<file path="config.mk">
export PLATFORM = sky130hd
export DESIGN_NAME = grouped_list_index_mapper_flat
export DESIGN_NICKNAME = d
export VERILOG_FILES = /design/src/rtl/glim_pkg.sv /design/src/rtl/glim_in_if.sv /design/src/rtl/glim_out_if.sv /design/src/rtl/glim_ctrl.sv /design/src/rtl/glim_dp.sv /design/src/rtl/grouped_list_index_mapper.sv /design/src/flat_wrapper.sv
export SDC_FILE = /design/constraint.sdc
export NUM_CORES = 2
export LEC_CHECK = 0
export ABC_CLOCK_PERIOD_IN_PS = 8980
export BUFFER_PORTS_ARGS = -buffer_cell sky130_fd_sc_hd__buf_2
export CORE_MARGIN = 2
export CORE_UTILIZATION = 49
export DETAILED_ROUTE_END_ITERATION = 10
export PLACE_DENSITY = 0.7
export SLEW_MARGIN = 40
export SYNTH_ARGS = -nofsm -noshare
export SYNTH_HDL_FRONTEND = slang
export SYNTH_HIERARCHICAL = 1
export SYNTH_SLANG_ARGS = --single-unit
export TNS_END_PERCENT = 50
</file>
<file path="constraint.sdc">
create_clock -name clk -period 8.98 [get_ports clk]
set_input_delay 0 -clock clk [delete_from_list [all_inputs] [get_ports clk]]
set_output_delay 0 -clock clk [all_outputs]
set_load 0.005 [all_outputs]
</file>
<file path="src/rtl/glim_pkg.sv">
// glim_pkg: field widths, command and status codes, and the control and
// status structs shared by the grouped list index mapper modules.
// No dependencies.
`default_nettype none

package glim_pkg;

    // Item field widths
    localparam int CMD_W    = 3;
    localparam int IDX_W    = 17;
    localparam int START_W  = 16;
    localparam int COUNT_W  = 17;
    localparam int STATUS_W = 2;
    localparam int GROUP_W  = 6;
    localparam int DISP_W   = 17;

    // Command codes
    localparam logic [CMD_W-1:0] CMD_BEGIN    = 3'd0;
    localparam logic [CMD_W-1:0] CMD_LOAD     = 3'd1;
    localparam logic [CMD_W-1:0] CMD_COMMIT   = 3'd2;
    localparam logic [CMD_W-1:0] CMD_CLEAR    = 3'd3;
    localparam logic [CMD_W-1:0] CMD_MAP_DISP = 3'd4;
    localparam logic [CMD_W-1:0] CMD_MAP_SRC  = 3'd5;

    // Result status codes
    localparam logic [STATUS_W-1:0] STAT_OK     = 2'd0;
    localparam logic [STATUS_W-1:0] STAT_REJECT = 2'd1;
    localparam logic [STATUS_W-1:0] STAT_RANGE  = 2'd2;

    // Strobes from the controller to the datapath
    typedef struct packed {
        logic capture;   // latch the accepted item
        logic exec;      // run a non-search command, write result
        logic s_init;    // start a binary search
        logic s_read;    // read the table at the search midpoint
        logic s_step;    // compare and narrow the search window
        logic s_finish;  // form the query result from the search
        logic out_load;  // move the result into the output register
    } glim_ctl_t;

    // Status from the datapath to the controller
    typedef struct packed {
        logic need_search;  // captured item is an in-range query on a non-empty table
        logic s_done;       // search window is empty
        logic out_free;     // output register can take a result this cycle
    } glim_sts_t;

endpackage

`default_nettype wire

</file>
<file path="src/rtl/glim_in_if.sv">
// glim_in_if: request channel, valid/ready plus one command item.
// Depends on glim_pkg for field widths.
`default_nettype none

interface glim_in_if;
    logic                         valid;
    logic                         ready;
    logic [glim_pkg::CMD_W-1:0]   command;
    logic [glim_pkg::IDX_W-1:0]   index;
    logic [glim_pkg::START_W-1:0] section_start;
    logic [glim_pkg::COUNT_W-1:0] section_count;

    modport source (output valid, command, index, section_start, section_count,
                    input ready);
    modport sink   (input valid, command, index, section_start, section_count,
                    output ready);
endinterface

`default_nettype wire

</file>
<file path="src/rtl/glim_out_if.sv">
// glim_out_if: response channel, valid/ready plus one result item.
// Depends on glim_pkg for field widths.
`default_nettype none

interface glim_out_if;
    logic                          valid;
    logic                          ready;
    logic [glim_pkg::STATUS_W-1:0] status;
    logic                          is_header;
    logic [glim_pkg::START_W-1:0]  source_row;
    logic [glim_pkg::GROUP_W-1:0]  group_number;
    logic [glim_pkg::DISP_W-1:0]   display_position;

    modport source (output valid, status, is_header, source_row, group_number,
                    display_position, input ready);
    modport sink   (input valid, status, is_header, source_row, group_number,
                    display_position, output ready);
endinterface

`default_nettype wire

</file>
<file path="src/rtl/glim_ctrl.sv">
// glim_ctrl: sequencer for one item at a time: capture, execute or
// binary search, then hand the result to the output register.
// Depends on glim_pkg for the control and status structs.
`default_nettype none

module glim_ctrl (
    input  wire logic                clk,
    input  wire logic                rst_n,
    input  wire logic                req_valid,
    output logic                     req_ready,
    input  wire glim_pkg::glim_sts_t sts,
    output glim_pkg::glim_ctl_t      ctl
);

    typedef enum logic [2:0] {
        S_IDLE,
        S_EXEC,
        S_READ,
        S_CMP,
        S_DONE
    } state_t;

    state_t state_reg;
    state_t state_next;
    logic   ready_reg;

    // Next state
    always_comb
    begin
        state_next = state_reg;
        unique case (state_reg)
            S_IDLE: if (req_valid) state_next = S_EXEC;
            S_EXEC: state_next = sts.need_search ? S_READ : S_DONE;
            S_READ: state_next = sts.s_done ? S_DONE : S_CMP;
            S_CMP:  state_next = S_READ;
            S_DONE: if (sts.out_free) state_next = S_IDLE;
            default: state_next = S_IDLE;
        endcase
    end

    // State and registered ready
    always_ff @(posedge clk or negedge rst_n)
    begin
        if (!rst_n)
        begin
            state_reg <= S_IDLE;
            ready_reg <= 1'b1;
        end
        else
        begin
            state_reg <= state_next;
            ready_reg <= (state_next == S_IDLE);
        end
    end

    assign req_ready = ready_reg;

    // Datapath strobes
    always_comb
    begin
        ctl          = '0;
        ctl.capture  = ready_reg && req_valid;
        ctl.exec     = (state_reg == S_EXEC) && !sts.need_search;
        ctl.s_init   = (state_reg == S_EXEC) && sts.need_search;
        ctl.s_read   = (state_reg == S_READ) && !sts.s_done;
        ctl.s_finish = (state_reg == S_READ) && sts.s_done;
        ctl.s_step   = (state_reg == S_CMP);
        ctl.out_load = (state_reg == S_DONE) && sts.out_free;
    end

endmodule

`default_nettype wire

</file>
<file path="src/rtl/glim_dp.sv">
// glim_dp: section table (two banks in one memory), staging checks,
// binary search window, result and output registers.
// Depends on glim_pkg and glim_out_if.
`default_nettype none

module glim_dp #(
    parameter int MAX_SECTIONS = 64,
    parameter int MAX_ROWS     = 65536
) (
    input  wire logic                         clk,
    input  wire logic                         rst_n,
    input  wire logic [glim_pkg::CMD_W-1:0]   req_command,
    input  wire logic [glim_pkg::IDX_W-1:0]   req_index,
    input  wire logic [glim_pkg::START_W-1:0] req_start,
    input  wire logic [glim_pkg::COUNT_W-1:0] req_count,
    input  wire glim_pkg::glim_ctl_t          ctl,
    output glim_pkg::glim_sts_t               sts,
    glim_out_if.source                        response
);

    localparam int IDX_W   = glim_pkg::IDX_W;
    localparam int START_W = glim_pkg::START_W;
    localparam int SEC_W   = $clog2(MAX_SECTIONS + 1);
    localparam int SLOT_W  = (MAX_SECTIONS > 1) ? $clog2(MAX_SECTIONS) : 1;
    localparam int DEPTH   = 2 * MAX_SECTIONS;
    localparam int ADDR_W  = $clog2(DEPTH);

    // Captured item
    logic [glim_pkg::CMD_W-1:0]   cmd_reg;
    logic [IDX_W-1:0]             idx_reg;
    logic [START_W-1:0]           sstart_reg;
    logic [glim_pkg::COUNT_W-1:0] scount_reg;

    // Table and staging state
    logic             active_bank_reg;
    logic [IDX_W-1:0] active_total_reg;
    logic [SEC_W-1:0] active_n_reg;
    logic [IDX_W-1:0] staged_total_reg;
    logic [SEC_W-1:0] staged_n_reg;
    logic [IDX_W-1:0] expect_reg;
    logic             failed_reg;

    // Section start memory, bank b at b*MAX_SECTIONS
    logic [START_W-1:0] mem [DEPTH];
    logic [START_W-1:0] rd_data_reg;

    // Search window
    logic [SEC_W-1:0]   lo_reg;
    logic [SEC_W-1:0]   hi_reg;
    logic [START_W-1:0] st_reg;

    // Result and output registers
    logic [glim_pkg::STATUS_W-1:0] res_status_reg;
    logic                          res_hdr_reg;
    logic [START_W-1:0]            res_src_reg;
    logic [glim_pkg::GROUP_W-1:0]  res_grp_reg;
    logic [glim_pkg::DISP_W-1:0]   res_disp_reg;
    logic                          out_valid_reg;
    logic [glim_pkg::STATUS_W-1:0] out_status_reg;
    logic                          out_hdr_reg;
    logic [START_W-1:0]            out_src_reg;
    logic [glim_pkg::GROUP_W-1:0]  out_grp_reg;
    logic [glim_pkg::DISP_W-1:0]   out_disp_reg;

    logic [IDX_W:0]       disp_limit;
    logic                 disp_range;
    logic                 src_range;
    logic                 n_zero;
    logic                 load_bad;
    logic                 commit_bad;
    logic [SEC_W:0]       mid_sum;
    logic [SEC_W-1:0]     mid;
    logic [ADDR_W-1:0]    rd_addr;
    logic [ADDR_W-1:0]    wr_addr;
    logic                 pred;
    logic [SEC_W-1:0]     g;
    logic [IDX_W-1:0]     g_ext;
    logic [IDX_W-1:0]     h;
    logic                 hit_hdr;

    logic [glim_pkg::STATUS_W-1:0] exec_status;
    logic [START_W-1:0]            exec_src;
    logic [glim_pkg::DISP_W-1:0]   exec_disp;

    // Range checks and search status
    always_comb
    begin
        disp_limit = {1'b0, active_total_reg} + (IDX_W + 1)'(active_n_reg);
        disp_range = {1'b0, idx_reg} >= disp_limit;
        src_range  = idx_reg >= active_total_reg;
        n_zero     = (active_n_reg == '0);
        sts.need_search = !n_zero &&
            (((cmd_reg == glim_pkg::CMD_MAP_DISP) && !disp_range) ||
             ((cmd_reg == glim_pkg::CMD_MAP_SRC) && !src_range));
        sts.s_done   = (lo_reg >= hi_reg);
        sts.out_free = !out_valid_reg || response.ready;
    end

    // Staging checks
    always_comb
    begin
        load_bad = (staged_n_reg >= SEC_W'(MAX_SECTIONS)) || (scount_reg == '0) ||
                   ({1'b0, sstart_reg} != expect_reg) ||
                   (scount_reg > (staged_total_reg - expect_reg));
        commit_bad = failed_reg ||
                     ((staged_n_reg != '0) && (expect_reg != staged_total_reg));
    end

    // Addresses and search compare
    always_comb
    begin
        mid_sum = {1'b0, lo_reg} + {1'b0, hi_reg};
        mid     = SEC_W'(mid_sum >> 1);
        rd_addr = ADDR_W'(SLOT_W'(mid)) +
                  (active_bank_reg ? ADDR_W'(MAX_SECTIONS) : ADDR_W'(0));
        wr_addr = ADDR_W'(SLOT_W'(staged_n_reg)) +
                  (active_bank_reg ? ADDR_W'(0) : ADDR_W'(MAX_SECTIONS));
        if (cmd_reg == glim_pkg::CMD_MAP_DISP)
            pred = ({2'b0, rd_data_reg} + (IDX_W + 1)'(mid)) <= {1'b0, idx_reg};
        else
            pred = {1'b0, rd_data_reg} <= idx_reg;
    end

    // Final group and header position
    always_comb
    begin
        g       = (lo_reg == '0) ? '0 : lo_reg - SEC_W'(1);
        g_ext   = IDX_W'(g);
        h       = {1'b0, st_reg} + g_ext;
        hit_hdr = (idx_reg == h);
    end

    // Result fields of non-search commands
    always_comb
    begin
        exec_status = glim_pkg::STAT_OK;
        exec_src    = '0;
        exec_disp   = '0;
        unique case (cmd_reg)
            glim_pkg::CMD_COMMIT:
                if (commit_bad)
                    exec_status = glim_pkg::STAT_REJECT;
            glim_pkg::CMD_MAP_DISP:
                if (disp_range)
                    exec_status = glim_pkg::STAT_RANGE;
                else
                    exec_src = idx_reg[START_W-1:0];
            glim_pkg::CMD_MAP_SRC:
                if (src_range)
                    exec_status = glim_pkg::STAT_RANGE;
                else
                begin
                    exec_src  = idx_reg[START_W-1:0];
                    exec_disp = idx_reg;
                end
            default:
            begin
            end
        endcase
    end

    // Section start memory
    always_ff @(posedge clk)
    begin
        if (ctl.exec && (cmd_reg == glim_pkg::CMD_LOAD) && !failed_reg && !load_bad)
            mem[wr_addr] <= sstart_reg;
        if (ctl.s_read)
            rd_data_reg <= mem[rd_addr];
    end

    // Table and staging state, output valid
    always_ff @(posedge clk or negedge rst_n)
    begin
        if (!rst_n)
        begin
            active_bank_reg  <= 1'b0;
            active_total_reg <= '0;
            active_n_reg     <= '0;
            staged_total_reg <= '0;
            staged_n_reg     <= '0;
            expect_reg       <= '0;
            failed_reg       <= 1'b0;
            out_valid_reg    <= 1'b0;
        end
        else
        begin
            if (ctl.exec)
            begin
                unique case (cmd_reg)
                    glim_pkg::CMD_BEGIN:
                    begin
                        staged_total_reg <= idx_reg;
                        staged_n_reg     <= '0;
                        expect_reg       <= '0;
                        failed_reg       <= 32'(idx_reg) > 32'(MAX_ROWS);
                    end
                    glim_pkg::CMD_LOAD:
                    begin
                        if (!failed_reg)
                        begin
                            if (load_bad)
                                failed_reg <= 1'b1;
                            else
                            begin
                                staged_n_reg <= staged_n_reg + SEC_W'(1);
                                expect_reg   <= expect_reg + scount_reg;
                            end
                        end
                    end
                    glim_pkg::CMD_COMMIT:
                    begin
                        if (!commit_bad)
                        begin
                            active_bank_reg  <= !active_bank_reg;
                            active_total_reg <= staged_total_reg;
                            active_n_reg     <= staged_n_reg;
                        end
                        // staging closes either way
                        failed_reg <= 1'b1;
                    end
                    glim_pkg::CMD_CLEAR:
                    begin
                        active_total_reg <= '0;
                        active_n_reg     <= '0;
                    end
                    default:
                    begin
                    end
                endcase
            end

            if (ctl.out_load)
                out_valid_reg <= 1'b1;
            else if (response.ready)
                out_valid_reg <= 1'b0;
        end
    end

    // Capture, search window, results, output payload
    always_ff @(posedge clk)
    begin
        if (ctl.capture)
        begin
            cmd_reg    <= req_command;
            idx_reg    <= req_index;
            sstart_reg <= req_start;
            scount_reg <= req_count;
        end

        if (ctl.s_init)
        begin
            lo_reg <= '0;
            hi_reg <= active_n_reg;
            st_reg <= '0;
        end
        else if (ctl.s_step)
        begin
            if (pred)
            begin
                lo_reg <= mid + SEC_W'(1);
                st_reg <= rd_data_reg;
            end
            else
                hi_reg <= mid;
        end

        // Results of non-search commands and of finished searches
        if (ctl.exec)
        begin
            res_status_reg <= exec_status;
            res_hdr_reg    <= 1'b0;
            res_src_reg    <= exec_src;
            res_grp_reg    <= '0;
            res_disp_reg   <= exec_disp;
        end
        else if (ctl.s_finish)
        begin
            res_status_reg <= glim_pkg::STAT_OK;
            res_grp_reg    <= glim_pkg::GROUP_W'(g);
            if (cmd_reg == glim_pkg::CMD_MAP_DISP)
            begin
                res_hdr_reg  <= hit_hdr;
                res_src_reg  <= hit_hdr ? st_reg
                                        : START_W'(idx_reg - g_ext - IDX_W'(1));
                res_disp_reg <= '0;
            end
            else
            begin
                res_hdr_reg  <= 1'b0;
                res_src_reg  <= idx_reg[START_W-1:0];
                res_disp_reg <= idx_reg + g_ext + IDX_W'(1);
            end
        end

        if (ctl.out_load)
        begin
            out_status_reg <= res_status_reg;
            out_hdr_reg    <= res_hdr_reg;
            out_src_reg    <= res_src_reg;
            out_grp_reg    <= res_grp_reg;
            out_disp_reg   <= res_disp_reg;
        end
    end

    assign response.valid            = out_valid_reg;
    assign response.status           = out_status_reg;
    assign response.is_header        = out_hdr_reg;
    assign response.source_row       = out_src_reg;
    assign response.group_number     = out_grp_reg;
    assign response.display_position = out_disp_reg;

endmodule

`default_nettype wire

</file>
<file path="src/rtl/grouped_list_index_mapper.sv">
// grouped_list_index_mapper: top level, joins controller and datapath.
// Depends on glim_pkg, glim_in_if, glim_out_if, glim_ctrl, glim_dp.
//
//   channel    modport  payload
//   request    sink     command, index, section_start, section_count
//   response   source   status, is_header, source_row, group_number,
//                       display_position
//
// One item at a time. Begin, load, commit, clear, out-of-range and empty-table
// queries go from the execute state through the result register to the output
// register. A table query instead runs a binary search, one registered memory
// read and one compare per step, ceil(log2(n+1)) steps for n active sections,
// then closes the search before its result goes to the output register.
// The next item is accepted once the result sits in the output register.
// Reset clears table and staging; the section memory needs no clearing.
`default_nettype none

module grouped_list_index_mapper #(
    parameter int MAX_SECTIONS = 64,
    parameter int MAX_ROWS     = 65536
) (
    input  wire logic  clk,
    input  wire logic  rst_n,
    glim_in_if.sink    request,
    glim_out_if.source response
);

    glim_pkg::glim_ctl_t ctl;
    glim_pkg::glim_sts_t sts;

    glim_ctrl u_ctrl (
        .clk       (clk),
        .rst_n     (rst_n),
        .req_valid (request.valid),
        .req_ready (request.ready),
        .sts       (sts),
        .ctl       (ctl)
    );

    glim_dp #(
        .MAX_SECTIONS (MAX_SECTIONS),
        .MAX_ROWS     (MAX_ROWS)
    ) u_dp (
        .clk         (clk),
        .rst_n       (rst_n),
        .req_command (request.command),
        .req_index   (request.index),
        .req_start   (request.section_start),
        .req_count   (request.section_count),
        .ctl         (ctl),
        .sts         (sts),
        .response    (response)
    );

    // A result never overwrites one still waiting in the output register
    a_out_load_free: assert property (@(posedge clk) disable iff (!rst_n)
        ctl.out_load |-> sts.out_free)
        else $error("result loaded while output register busy");

    // No second item is taken while one is in flight
    a_no_back_accept: assert property (@(posedge clk) disable iff (!rst_n)
        ctl.capture |=> !request.ready)
        else $error("request ready right after accept");

    // Every compare works on data read in the cycle before
    a_step_after_read: assert property (@(posedge clk) disable iff (!rst_n)
        ctl.s_step |-> $past(ctl.s_read))
        else $error("search step without a preceding read");

endmodule

`default_nettype wire

</file>
<file path="src/flat_wrapper.sv">
// flat-port wrapper written by rule: the top's interface ports become plain ports
module grouped_list_index_mapper_flat 
#(
    parameter int MAX_SECTIONS = 64,
    parameter int MAX_ROWS     = 65536
)
  (clk, rst_n, request_valid, request_command, request_index, request_section_start, request_section_count, request_ready, response_valid, response_status, response_is_header, response_source_row, response_group_number, response_display_position, response_ready);
  glim_in_if request_i ();
  glim_out_if response_i ();
  input  wire logic clk;
  input  wire logic rst_n;
  input wire logic [$bits(request_i.valid)-1:0] request_valid;
  input wire logic [$bits(request_i.command)-1:0] request_command;
  input wire logic [$bits(request_i.index)-1:0] request_index;
  input wire logic [$bits(request_i.section_start)-1:0] request_section_start;
  input wire logic [$bits(request_i.section_count)-1:0] request_section_count;
  output wire logic [$bits(request_i.ready)-1:0] request_ready;
  output wire logic [$bits(response_i.valid)-1:0] response_valid;
  output wire logic [$bits(response_i.status)-1:0] response_status;
  output wire logic [$bits(response_i.is_header)-1:0] response_is_header;
  output wire logic [$bits(response_i.source_row)-1:0] response_source_row;
  output wire logic [$bits(response_i.group_number)-1:0] response_group_number;
  output wire logic [$bits(response_i.display_position)-1:0] response_display_position;
  input wire logic [$bits(response_i.ready)-1:0] response_ready;
  assign request_i.valid = request_valid;
  assign request_i.command = request_command;
  assign request_i.index = request_index;
  assign request_i.section_start = request_section_start;
  assign request_i.section_count = request_section_count;
  assign request_ready = request_i.ready;
  assign response_valid = response_i.valid;
  assign response_status = response_i.status;
  assign response_is_header = response_i.is_header;
  assign response_source_row = response_i.source_row;
  assign response_group_number = response_i.group_number;
  assign response_display_position = response_i.display_position;
  assign response_i.ready = response_ready;
  grouped_list_index_mapper #(.MAX_SECTIONS(MAX_SECTIONS), .MAX_ROWS(MAX_ROWS)) u_core (.clk(clk), .rst_n(rst_n), .request(request_i), .response(response_i));
endmodule
</file>
Yosys cells after proc, flatten, opt, wreduce, memory -nomap -nowiden
Memory sizes are Yosys's and may differ from the RTL's. A register that Yosys moved wholly into a read port is not among the register bits.
Index checks and enable logic that the tools add are counted.
{ "op_classes": {"addsub": 15, "order_cmp": 8, "eq_ne": 16, "mux": 48, "bitwise_logic": 1, "n_reduce_logical": 48} }
{ "op_table": {"columns": ["operator", "count"], "rows": [
  ["$mux W17", 8],
  ["$mux W16", 6],
  ["$pmux W17 S2", 2],
  ["$mux W7", 9],
  ["$add A16 B7 Y17", 2],
  ["$pmux W16 S2", 1],
  ["$pmux W7 S2", 2],
  ["$add A17 B7 Y18", 1],
  ["$ge A17 B18 Y1", 1],
  ["$add A17 B1 Y17 const B", 1],
  ["$add A17 B17 Y17", 1],
  ["$add A17 B7 Y17", 1],
  ["$eq A17 B17 Y1", 1],
  ["$ge A17 B17 Y1", 1],
  ["$gt A17 B17 Y1", 1],
  ["$gt A17 B17 Y1 const B", 1],
  ["$le A16 B17 Y1", 1],
  ["$le A17 B17 Y1", 1],
  ["$logic_not A17 Y1", 1],
  ["$ne A16 B17 Y1", 1],
  ["$ne A17 B17 Y1", 1],
  ["$sub A17 B17 Y17", 1],
  ["$sub A16 B1 Y16 const B", 1],
  ["$sub A16 B7 Y16", 1],
  ["29 further kinds", 89]
]} }
{ "word_totals": {"ff_bits": 239, "ram_bits": 2048, "inputBits": 57, "output_inout_bits": 44, "elab_cells": 164, "n_memories": 1} }
{ "mem_list": {"columns": ["memory", "depth", "width", "read_ports", "rd_ports_with_merged_regs", "write_ports", "line", "rtl"], "rows": [
  ["u_core.u_dp.mem", 128, 16, 1, 1, 1, "glim_dp.sv:44", "logic [START_W-1:0] mem [DEPTH];"]
]} }

Longest topological paths before layout
{ "logic_depth": {"depth_word": 13, "depth_mapped": 32, "depth_no_buf": 28} }

By module
The synthesis kept the hierarchy.
{ "modules_own_cells": {"columns": ["mod", "n_inst", "cells_each", "area_each_um2", "seq_area_each_um2"], "rows": [
  ["glim_dp", 1, 6754, 95796.9, 68395.6],
  ["glim_ctrl", 1, 22, 250.2, 101.3]
]} }

Worst setup path after synthesis
No wires, ideal clock.
{ "synth_timing": {"kind": "register -> register", "start": "register u_core.u_dp.active_total_reg[0]", "end": "memory u_core.u_dp.mem[60][0] (enable)", "setup_ns": 0.389, "t_arrival_ns": 6.410, "required_time_ns": 8.591, "path_slack_ns": 2.181, "stages_incl_launch_ff": 29, "path_buffers": 2, "period_less_slack_ns": 6.799, "path_cell_list": "dfrtp_1 ha_1 fa_1 a21o_1 a21oi_1 o21bai_1 a21oi_1 nor2b_1 o2111ai_1 nor3_1 xnor2_1 ha_1 a21o_1 a21oi_1 o21ai_0 a21oi_1 a311o_1 a21oi_1 nor3_1 nor4b_1 nand2b_1 nor2_1 nand4b_1 nor3_1 nand4_1 or4b_2 clkbuf_1 clkbuf_1 nor2_1"} }
{ "synth_lines": {"columns": ["item", "line", "rtl"], "rows": [
  ["start: declaration", "glim_dp.sv:36", "logic [IDX_W-1:0] active_total_reg;"],
  ["start signal: assignment", "glim_dp.sv:215", "active_total_reg <= staged_total_reg;"],
  ["end: declaration", "glim_dp.sv:44", null]
]} }

==> flow_summary.yaml <==
outcome:
  outcome: "finished, final reports clean"
worst_setup_path:
  cp-end-kind: "register"
  cp_num_buf_inv: 2
  cp-start-kind: "register"
  cpPeakStageDelay_ps: 970
  cp.arrival_ps: 8730
  cp_top_family: "simple AND/OR/NAND/NOR gates"
  worst-setup-path-type: "register to register"
  cp_slowest_cell: "or3_1"
  crit_top_cell: "a21oi_1"
  crit_fanout: 10
  cp.required_ps: 9530
global_routing:
  grt_pass1_wl_mm: 413.7
  grt_pass1_vias: 60670
  use_met3: 0.07055
  antenna_found_initial: 19
  grt_max_degree: 193
  grt.met2_usage: 0.4346
  busiest_layer: "met2"
  use_met1: 0.3824
  grt_overflow_total: 0
  grt_usage: 0.2834
floorplan:
  fp.dieW_um: 446.7
  die_h_um: 446.7
  core-area_um2: 194800
  num_rows: 162
  ios: 101
  dieArea_um2: 199600
  start_util: 0.4931
synthesis:
  yosys_warnings: 6
  syn_area_um2: 96050
  synth_top_area_share: 0.6881
  yosysTopAreaCell: "edfxtp_1"
  synthArstFlopShare: 0.03126
  synth_area_leaders: "edfxtp_1 (69%), nand2_1 (3.3%), ha_1 (2.2%)"
  syn_inst: 6776
  synth_edf_count: 2201
  ys.flop_type: "edfxtp_1"
  ys_ff_latch: 2303
  syn_avg_cell_area_um2: 14.17
  seq_area_frac_synth: 0.7132
  synthDistinctLibCells: 92
  synth_nets: 7012
cts:
  cts.clk_slew.worst_paths_ps: 60
  cts-root-buf: "clkbuf_16"
  clockBufferDepth: 3
  cts_tree: "built"
  cts_buffers: 223
  h-tree-depth: 4
  cts_setup_buffers: 0
  clk_latency_ps: 880
  clock-sinks: 2303
drt:
  wirelength_mm: 287.8
  vias: 63780
  drt-initial-drc-count: 9963
  drcViolationCount: 0
  drtAntennaViolNets: 0
  wl_per_cell_um: 29.27
  vias_per_cell: 6.487
  dr.pass1.iters: 6
final_layout:
  final_core_utilization: 0.5597
  synthToLayoutAreaGrowth_pct: 13.52
  top_register: "u_core/u_dp/mem"
  fillers: 15060
  finish.instance_area_um2: 109000
  largest_reg_flops: 2048
  nets: 7246
  drive_gt1_frac: 0.1138
timing:
  fin_crit_sh: 0.9103
  slew_violations: 0
  hold_violations: 0
  maxSlewHeadroom: 0.3805
  fmax_ghz: 0.1223
  finalSetupViolations: 0
  clock_skew_ps: 41.46
  rsz0062_at_grt: "false"
  finalSetupTns_ps: 0
  finalCriticalPeriod_ps: 8175
  worstMarginPinSlew_ps: 920.8
placed_design:
  gp_congestion: 0.9511
  dp_hpwl_mm: 172.8
  postPlaceCellArea_um2: 100300
  port_buffers: 100
min_path:
  worstHoldPathType: "input pin to asynchronous set/reset pin"
power:
  powerDensity_nw_per_um2: 218.4
  leakagePower_nw: 37.40
  peakVddDrop_mv: 0.1861
flow_run:
  drv_cap: 0
synthesized netlist by cell type, drive strengths merged (27+ instances only):
master,count
o21ai,175
nand2,843
dfrtp,71
a31oi,169
nand4,45
xor2,37
a21oi,128
a32o,27
edfxtp,2201
a211oi,201
or4,59
and3,177
nor4,49
nand3,145
dfxtp,30
o221a,47
inv,116
a21o,47
nor3,149
o2111ai,52
buf,151
xnor2,81
a32oi,105
ha,171
o22ai,115
a22oi,80
mux2i,171
clkbuf,308
o22a,62
o221ai,180
nor2,320
path summary, 6_finish.rpt:
| check | startpoint | end | slack (ps) | depth (start not counted) |
|---|---|---|---|---|
| max in group asynchronous | rst_n | u_core/u_ctrl/state_reg[1]$_DFF_PN0_ | 8350 | 4 |
| min in group clk | request_section_start[6] | u_core/u_dp/sstart_reg[6]$_DFFE_PP_ | 370 | 3 |
| worst max register to register | u_core/u_dp/active_n_reg[0]$_DFFE_PN0P_ | u_core/u_dp/mem[53][5]$_DFFE_PP_ | 810 | 28 |
| worst min-delay path | rst_n | u_core/u_ctrl/req_ready$_DFF_PN1_ | 220 | 3 |
| worst max-delay path | u_core/u_dp/active_n_reg[0]$_DFFE_PN0P_ | u_core/u_dp/mem[53][5]$_DFFE_PP_ | 810 | 28 |
| worst min register to register | u_core/u_dp/res_status_reg[0]$_SDFFCE_PN0P_ | u_core/u_dp/response.status[0]$_DFFE_PP_ | 400 | 0 |
per-layer routing:
| layer | share of wire | up-vias | wire, um |
|---|---|---|---|
| met5 | 0.00047 | - | 136 |
| met4 | 0.049 | 20 | 14170 |
| met3 | 0.13 | 683 | 36470 |
| met2 | 0.45 | 4404 | 129900 |
| met1 | 0.37 | 31550 | 107100 |
| li1 | - | 27120 | - |
where the power goes:
| part | switching (mW) | internal, mW |
|---|---|---|
| clock | 4.12 | 5.23 |
| sequential | 0.185 | 12.2 |
| combinational | 1.39 | 0.684 |
worst min-delay path: cells and delay by family:
family   cells  cell delay, ps
buf+inv      3            1250
metrics by stage:
step | std cells | hold WS [ps] | power (mW) | setup WS [ps]
global route | 9830 | 223.1 | 24.47 | 499.0
CTS | 9820 | 150.0 | 23.81 | 1064
finish | 9831 | 216.2 | 23.82 | 805.2
detailed placement | 9286 | 85.03 | 14.57 | 1153
global placement | 9278 | 176.6 | 14.50 | 1227
floorplan | 6776 | -295.6 | 13.75 | 2181
placed cells by master (no fill, tap or decap), types with 112 or more instances in the layout:
cell type / n
clkbuf_16: 225
edfxtp_1: 2201
a211oi_1: 201
nor2_1: 315
o221ai_1: 179
o22ai_1: 115
and3_1: 177
a21oi_1: 126
nand3_1: 142
ha_1: 169
nand2_1: 840
dlygate4sd3_1: 112
buf_4: 210
nor3_1: 145
a31oi_1: 168
mux2i_1: 171
o21ai_0: 171
kinds of logic (layout without fill, tap and decap cells):
group                    after synthesis  after routing  share of synthesized area
flip-flops                          2303           2303                     0.7132
multiplexers                         194            194                    0.02052
adder cells (fa/ha/maj)              179            179                    0.02394
AO/OA/AOI/OAI                       1520           1520                     0.1166
XOR/XNOR                             118            118                    0.01076
other                                  0              1                          0
buffers and inverters                576           1006                    0.02439
AND/OR/NAND/NOR                     1886           1886                    0.09063
area by class of cell:
| class | instances | area (um2) | area share |
|---|---|---|---|
| Timing Repair Buffer | 468 | 4080 | 0.03742 |
| Tap cell | 2624 | 3283 | 0.03011 |
| Sequential cell | 2303 | 68500 | 0.6282 |
| Clock inverter | 159 | 1508 | 0.01383 |
| Multi-Input combinational cell | 3897 | 25400 | 0.2330 |
| Inverter | 117 | 452.9 | 0.004154 |
| Clock buffer | 262 | 5809 | 0.05328 |
| Antenna cell | 1 | 2.502 | 0.00002295 |
repair_timing:
action / CTS / global route
hold endpoints to repair: 182 / 0
gates resized for setup: 0 / 0
hold buffers: 113 / 0
Note: power is estimated with default switching activity, not from simulation.
